[src/rtl/sobel_edge_threshold_assert.svh]
`ifndef SOBEL_EDGE_THRESHOLD_ASSERT_SVH
`define SOBEL_EDGE_THRESHOLD_ASSERT_SVH

// Same-cycle implication, checked outside reset.
`define SOBEL_ASSERT_NOW(label, ante, cons, msg) \
  label: assert property (@(posedge clk) disable iff (rst) (ante) |-> (cons)) \
    else $error(msg);

// Next-cycle implication, checked outside reset.
`define SOBEL_ASSERT_NEXT(label, ante, cons, msg) \
  label: assert property (@(posedge clk) disable iff (rst) (ante) |=> (cons)) \
    else $error(msg);

`endif

[src/rtl/sobel_pkg.sv]
package sobel_pkg;

  localparam int MAX_WIDTH  = 2048;
  localparam int ADDR_W     = $clog2(MAX_WIDTH);
  localparam int PIX_W      = 8;
  localparam int COL_W      = 11;
  localparam int ROW_W      = 12;
  localparam int DIM_W      = 12;
  localparam int THR_W      = 8;
  localparam int MAG_W      = 11;
  localparam int GRAD_W     = 10;
  localparam int SQ_W       = 22;
  localparam int ROOT_W     = SQ_W / 2;
  localparam int ROOT_STEPS = SQ_W / 2;
  localparam int STEP_W     = $clog2(ROOT_STEPS);
  localparam int EDGE_SHIFT = 6;
  localparam int WIN_N      = 9;

  localparam int CFG_IDX_W  = 2;
  localparam int CFG_DATA_W = 12;

  localparam logic [CFG_IDX_W-1:0] REG_IMAGE_WIDTH    = 2'd0;
  localparam logic [CFG_IDX_W-1:0] REG_IMAGE_HEIGHT   = 2'd1;
  localparam logic [CFG_IDX_W-1:0] REG_EDGE_THRESHOLD = 2'd2;

  localparam logic [DIM_W-1:0] WIDTH_RESET     = 12'd640;
  localparam logic [DIM_W-1:0] HEIGHT_RESET    = 12'd480;
  localparam logic [THR_W-1:0] THRESHOLD_RESET = 8'd50;
  localparam logic [DIM_W-1:0] DIM_FLOOR       = 12'd3;
  localparam logic [DIM_W-1:0] WIDTH_CEIL      = DIM_W'(MAX_WIDTH);
  localparam logic [MAG_W-1:0] MIN_START       = 11'd2040;

  typedef struct packed {
    logic [PIX_W-1:0] pixel;
    logic             start_of_frame;
  } in_req_t;

  typedef struct packed {
    logic [COL_W-1:0] center_x;
    logic [ROW_W-1:0] center_y;
    logic [MAG_W-1:0] magnitude;
    logic             is_edge;
    logic [MAG_W-1:0] frame_min;
    logic [MAG_W-1:0] frame_max;
    logic             frame_done;
  } out_res_t;

  typedef struct packed {
    logic [PIX_W-1:0] upper;
    logic [PIX_W-1:0] lower;
  } lm_pair_t;

  typedef struct packed {
    logic              rd_en;
    logic [ADDR_W-1:0] rd_addr;
    logic              wr_en;
    logic [ADDR_W-1:0] wr_addr;
    lm_pair_t          wr_data;
  } lm_req_t;

  typedef struct packed {
    logic busy;
    logic done;
  } isqrt_stat_t;

endpackage

[src/rtl/sobel_isqrt.sv]
module sobel_isqrt (
  input  logic                          clk,
  input  logic                          rst,
  input  logic                          start,
  input  logic [sobel_pkg::SQ_W-1:0]    operand,
  output logic [sobel_pkg::ROOT_W-1:0]  root,
  output sobel_pkg::isqrt_stat_t        stat
);
  import sobel_pkg::*;

  localparam int REM_W = ROOT_W + 2;

  logic [SQ_W-1:0]    rad;
  logic [REM_W-1:0]   rem;
  logic [ROOT_W-1:0]  root_q;
  logic [STEP_W-1:0]  cnt;
  logic               busy;
  logic               done;

  logic [REM_W+1:0]   rem_sh;
  logic [REM_W+1:0]   trial;
  logic               fits;
  logic [REM_W-1:0]   rem_next;
  logic [ROOT_W-1:0]  root_next;

  // One root bit per cycle: bring down two radicand bits, try 4*root+1.
  always_comb begin
    rem_sh    = {rem, rad[SQ_W-1 -: 2]};
    trial     = (REM_W+2)'({root_q, 2'b01});
    fits      = rem_sh >= trial;
    rem_next  = fits ? REM_W'(rem_sh - trial) : REM_W'(rem_sh);
    root_next = {root_q[ROOT_W-2:0], fits};
  end

  always_ff @(posedge clk) begin
    if (rst) begin
      busy <= 1'b0;
      done <= 1'b0;
      cnt  <= '0;
    end else begin
      done <= 1'b0;
      if (start) begin
        busy <= 1'b1;
        cnt  <= STEP_W'(ROOT_STEPS - 1);
      end else if (busy) begin
        if (cnt == '0) begin
          busy <= 1'b0;
          done <= 1'b1;
        end else begin
          cnt <= cnt - 1'b1;
        end
      end
    end
  end

  always_ff @(posedge clk) begin
    if (start) begin
      rad    <= operand;
      rem    <= '0;
      root_q <= '0;
    end else if (busy) begin
      rad    <= {rad[SQ_W-3:0], 2'b00};
      rem    <= rem_next;
      root_q <= root_next;
    end
  end

  assign root = root_q;
  assign stat = '{busy: busy, done: done};

endmodule

[config.mk]
export PLATFORM = sky130hd
export DESIGN_NAME = sobel_isqrt
export DESIGN_NICKNAME = d
export VERILOG_FILES = /design/src/rtl/sobel_edge_threshold_assert.svh /design/src/rtl/sobel_pkg.sv /design/src/rtl/sobel_isqrt.sv
export SDC_FILE = /design/constraint.sdc
export NUM_CORES = 1
export LEC_CHECK = 0
export BUFFER_PORTS_ARGS = -buffer_cell sky130_fd_sc_hd__buf_2
export CAP_MARGIN = 20
export CORE_MARGIN = 2
export CORE_UTILIZATION = 45
export CTS_BUF_LIST = sky130_fd_sc_hd__clkbuf_4 sky130_fd_sc_hd__clkbuf_8
export DETAILED_ROUTE_END_ITERATION = 16
export GPL_TIMING_DRIVEN = 1
export PLACE_DENSITY = 0.77
export SYNTH_ARGS = -nofsm -noshare
export SYNTH_HDL_FRONTEND = slang
export SYNTH_SLANG_ARGS = --single-unit
export TNS_END_PERCENT = 100
[constraint.sdc]
create_clock -name clk -period 2.76 [get_ports clk]
set_input_delay 0.276 -clock clk [delete_from_list [all_inputs] [get_ports clk]]
set_output_delay 0.276 -clock clk [all_outputs]
set_load 0.02 [all_outputs]
# --- Word level (Yosys, flattened, before mapping) ---
# Index checks and enable logic that the tools add are counted.
classes:
  div: 0
  shifts: 0
  eq_ne: 1
  bitwise_logic: 2
  n_mux: 10
  add_sub_neg: 2
  n_lt_le_gt_ge: 1
  n_mul: 0
  n_reduce_logical: 6
ops:
  columns: ["cell", "n"]
  rows:
  - ["22-bit two-way mux", 2]
  - ["15-bit by 13-bit greater-or-equal comparator with 1-bit output", 1]
  - ["13-bit two-way mux", 1]
  - ["13-bit subtractor", 1]
  - ["4-bit two-way mux", 3]
  - ["4-bit zero test", 1]
  - ["1-bit two-way mux", 4]
  - ["2-bit AND reduction", 2]
  - ["4-bit by 1-bit subtractor with 4-bit output (second input constant)", 1]
  - ["3-bit OR reduction", 1]
  - ["2-bit inequality test (second input constant)", 1]
  - ["1-bit inverter", 2]
  - ["2-bit nonzero test", 1]
  - ["2-bit OR reduction", 1]
word_totals:
  n_memories: 0
  output_inout_bits: 13
  ram_bits: 0
  regBits: 52
  latch_bits: 0
  rom_bits: 0
  input_bits: 25
  elab_cells: 29

# --- Depth between registers and ports, before layout ---
depth:
  word_depth: 4
  depth_mapped: 10
  mapped_depth_nobuf: 8

# --- Worst setup path after synthesis ---
# OpenSTA, ideal clock, no wires.
synth_path:
  kind: "register to register"
  start: "register root_q[0], in the netlist root[0]"
  end: "register rem[12]"
  period_less_slack_ns: 2.279
  slack_ns: 0.481
  t_arrival_ns: 2.188
  required_time_ns: 2.669
  stages_incl_launch_ff: 9
  path_buffers: 0
  setup_time_ns: 0.091
  cell_sequence: "dfxtp_1 > inv_1 > ha_1 > nor2b_4 > o31a_1 > o41ai_4 > a31oi_1 > a31o_1 > a311oi_1"
synth_via:
  elab_chain_len: 2
  word_cells_on_any_way: 3
  cone_classes: "add/sub: 1; order compare: 1; mux: 1"
synth_rtl:
  columns: ["item", "line", "source"]
  rows:
  - ["from (decl)", "sobel_isqrt.sv:15", "logic [ROOT_W-1:0] root_q;"]
  - ["from (signal assigned)", "sobel_isqrt.sv:64", "root_q <= root_next;"]
  - ["13-bit subtractor / 15-bit by 13-bit greater-or-equal comparator with 1-bit output (equally long branches)", "sobel_isqrt.sv:31, sobel_isqrt.sv:30", null]
  - ["13-bit two-way mux (*)", "sobel_isqrt.sv:31", "rem_next = fits ? REM_W'(rem_sh - trial) : REM_W'(rem_sh);"]
  - ["to (signal assigned)", "sobel_isqrt.sv:63", "rem <= rem_next;"]
  - ["to (decl)", "sobel_isqrt.sv:14", "logic [REM_W-1:0] rem;"]
# Every way passes the cells marked *; elsewhere a longest branch is shown, timed or not.
# A chain may end at the register's enable or synchronous reset.

# --- Worst setup path in the final report ---
layout_path:
  start: "register root_q[10], in the netlist root[10]"
  end: "register rem[6]"
layout_via:
  elab_chain_len: 2
layout_rtl:
  columns: ["item", "line", "source"]
  rows:
  - ["15-bit by 13-bit greater-or-equal comparator with 1-bit output", "sobel_isqrt.sv:30", "fits = rem_sh >= trial;"]
  - ["13-bit two-way mux", "sobel_isqrt.sv:31", null]
# Every way passes these cells.

==> results.cfg <==
[drt]
drtIter0Drc = 91
detail_route.first_pass.iterations = 4
antenna_left = 0
wl_per_cell_um = 13.3
wl_mm = 5.11
vias_per_cell = 5.37
drc_errors = 0
vias = 2069

[power_and_ir_drop]
p_int_mw = 1.47
p_clk_frac = 0.203
p_comb_frac = 0.381
power_density_mw_per_mm2 = 709
p_switching_mw = 0.787
seqPwrFrac = 0.416
p_leak_nw = 1.33
swShare = 0.349
ir_drop_uv = 376

[cells_and_area]
final_nets = 347
fin_area_mm2 = 0.00318
fin_util = 0.510
diodes = 0
syn_to_final_growth_pct = 11.5
drive_gt1_frac = 0.247

[timing]
finClkSkew_ps = 5.64
fin_crit_sh = 0.889
worstMarginPinSlew_ps = 564
tns_ps = 0
setup_viol_count_final = 0
rsz0062_at_grt = no
period_minus_slack_ps = 2450
slew_violations = 0
relSlewSlack = 0.620
fmax_mhz = 408
holdWs_ps = 197
hold_viol_final = 0

[run]
maxCapViolCount = 0

[cts]
cts-root-buf = clkbuf_8
cts_tree = yes
post-cts-setup-buffer-count = 0
clk_pin_slew_worst_paths_ps = 100
cts_max_path_buffers = 2
numCtsBuffers = 5
cts_max_level = 2
clk_latency_ps = 310
clock_sinks = 52
ctsResizeCount = 0
hold_buffers = 0

[yosys]
synth.area.top_cells = edfxtp_1 (23%), dfxtp_1 (21%), mux2_2 (7.9%), ha_1 (6.6%), mux2i_1 (6.0%)
async_flop_share = 0
synthFlopType = dfxtp_1
synth-edff-count = 22
postSynthNetCount = 314
syn_area_mm2 = 0.00285
synth_cells = 274
yosysWarningCount = 0
yosysSeqAreaShare = 0.442
yosysTopAreaCell = edfxtp_1
yosysTopAreaCellShare = 0.232
avgSynthCellArea_um2 = 10.4
synth-seq-cells = 52
synth_cell_types = 51

[grt]
grt_util_all_layers = 0.150
gr-total-overflow = 0
antenna_found_initial = 0
grt_start_max_net_pins = 36
grt_pass1_wl_mm = 8.65
grt_pass1_vias = 1935

[worst_hold_path]
hold_path_class = primary input to flip-flop

[setup_path]
critical_path_class = flip-flop to flip-flop
path_max_fanout = 19
start_kind = flip-flop
critPathRequiredTime_ps = 2950
arrival_ps = 2640
cp-end-kind = flip-flop

[floorplanning]
die_area_mm2 = 0.00699
ios = 38
die_x_um = 83.6
die_y_um = 83.6
core-area_mm2 = 0.00624
initial_core_util = 0.457
fp-row-count = 29

[placement]
dp_hpwl_mm = 3.66
globalplace.congestion = 0.793
io_buffers = 37
dpl_cell_area_mm2 = 0.00309

[outcome]
outcome = finished, final reports clean
## path summary, 6_finish.rpt
kind | from | to | slack [ps] | cells past startpoint
hold / removal | rst | busy | 200 | 2
setup / recovery | root[10] | rem[6] | 310 | 8
hold reg to reg | rem[2] | rem[4] | 510 | 2
setup reg to reg | root[10] | rem[6] | 310 | 8
## state kept, by name, indices dropped and copies added (netlist names)
signal,flops
busy,1
cnt,4
rem,13
rad,22
root,11
done,1
## synth_stat cells (2+ instances only)
master,n
a21o_1,2
nor4_1,2
a31o_2,2
o21ai_0,4
a211oi_1,7
nand2_1,6
nor2b_1,2
dfxtp_1,30
a31o_1,2
edfxtp_1,22
a311oi_1,2
a21oi_1,16
mux2_2,20
ha_1,15
o21a_1,4
nor3_1,8
buf_4,2
nand2b_1,3
mux2i_1,17
xnor2_1,8
and2_1,2
a211o_1,3
a31oi_1,3
buf_1,5
and3_1,4
and4_1,4
inv_1,23
or3_1,3
nor2_1,27
clkbuf_1,5
## per-layer routing
| layer | global-route usage | wire length [um] | up-vias | part of all wire |
|---|---|---|---|---|
| met2 | 0.245 | 2280 | 46 | 0.45 |
| met5 | 0 | 0 | - | 0 |
| met3 | 0.0415 | 294 | 6 | 0.058 |
| li1 | - | - | 1056 | - |
| met4 | 0.0469 | 57 | 0 | 0.011 |
| met1 | 0.192 | 2480 | 961 | 0.49 |
## through the flow
step	instances	setup slack, ps	power, mW
after floorplan	274	481	1.67
after global placement	377	378	1.80
after detailed placement	377	307	1.82
after CTS	385	276	2.28
after global routing	385	37.6	2.40
final	385	306	2.26
## worst max-delay path, cell delays in order (launching register included)
cell and delay, ps:
dfxtp_1 380, inv_1 60, ha_1 340, a2111o_1 430, a31oi_1 180, o211ai_2 140
nand2_2 350, a211oi_1 90, a2111oi_0 380
## area by class of cell
cell class              count  area, um2
multi-input cells         185       1440
flip-flops and latches     52       1260
fillers                   582       3060
clock buffers               5       68.8
inverters                  23       86.3
well taps                  77       96.3
repair buffers             40        208
clock inverters             3       25.0
## layout by cell type, fill, tap and decap left out, drive strengths merged, types with 4 or more instances in the layout
cell type / n
ha: 15
clkbuf: 5
a21oi: 16
and4: 4
o21ai: 4
xnor2: 8
and3: 4
a31o: 4
nor3: 8
o21a: 4
edfxtp: 22
buf: 40
nor2: 27
inv: 25
dfxtp: 30
nand2: 7
mux2: 20
mux2i: 17
a211oi: 7
## power by group through the flow
stage / clock (mW) / sequential [mW] / combinational, mW
after detailed placement: 0 / 0.956 / 0.860
after global routing: 0.499 / 0.947 / 0.956
final: 0.457 / 0.939 / 0.860
after floorplan: 0 / 0.942 / 0.729
after CTS: 0.476 / 0.939 / 0.864
after global placement: 0 / 0.954 / 0.845
## cell families (layout without fill, tap and decap cells)
kind of cell | after synthesis | in the layout | share of synthesized area
AOI/OAI and AO/OA | 57 | 57 | 0.151
xor gates and xnor gates | 9 | 9 | 0.0276
adders and majority gates | 15 | 15 | 0.0658
buffers and inverters | 37 | 71 | 0.0544
DFF | 52 | 52 | 0.442
muxes | 37 | 37 | 0.139
and+or+nand+nor | 67 | 67 | 0.121
Note: power is estimated with default switching activity, not from simulation.
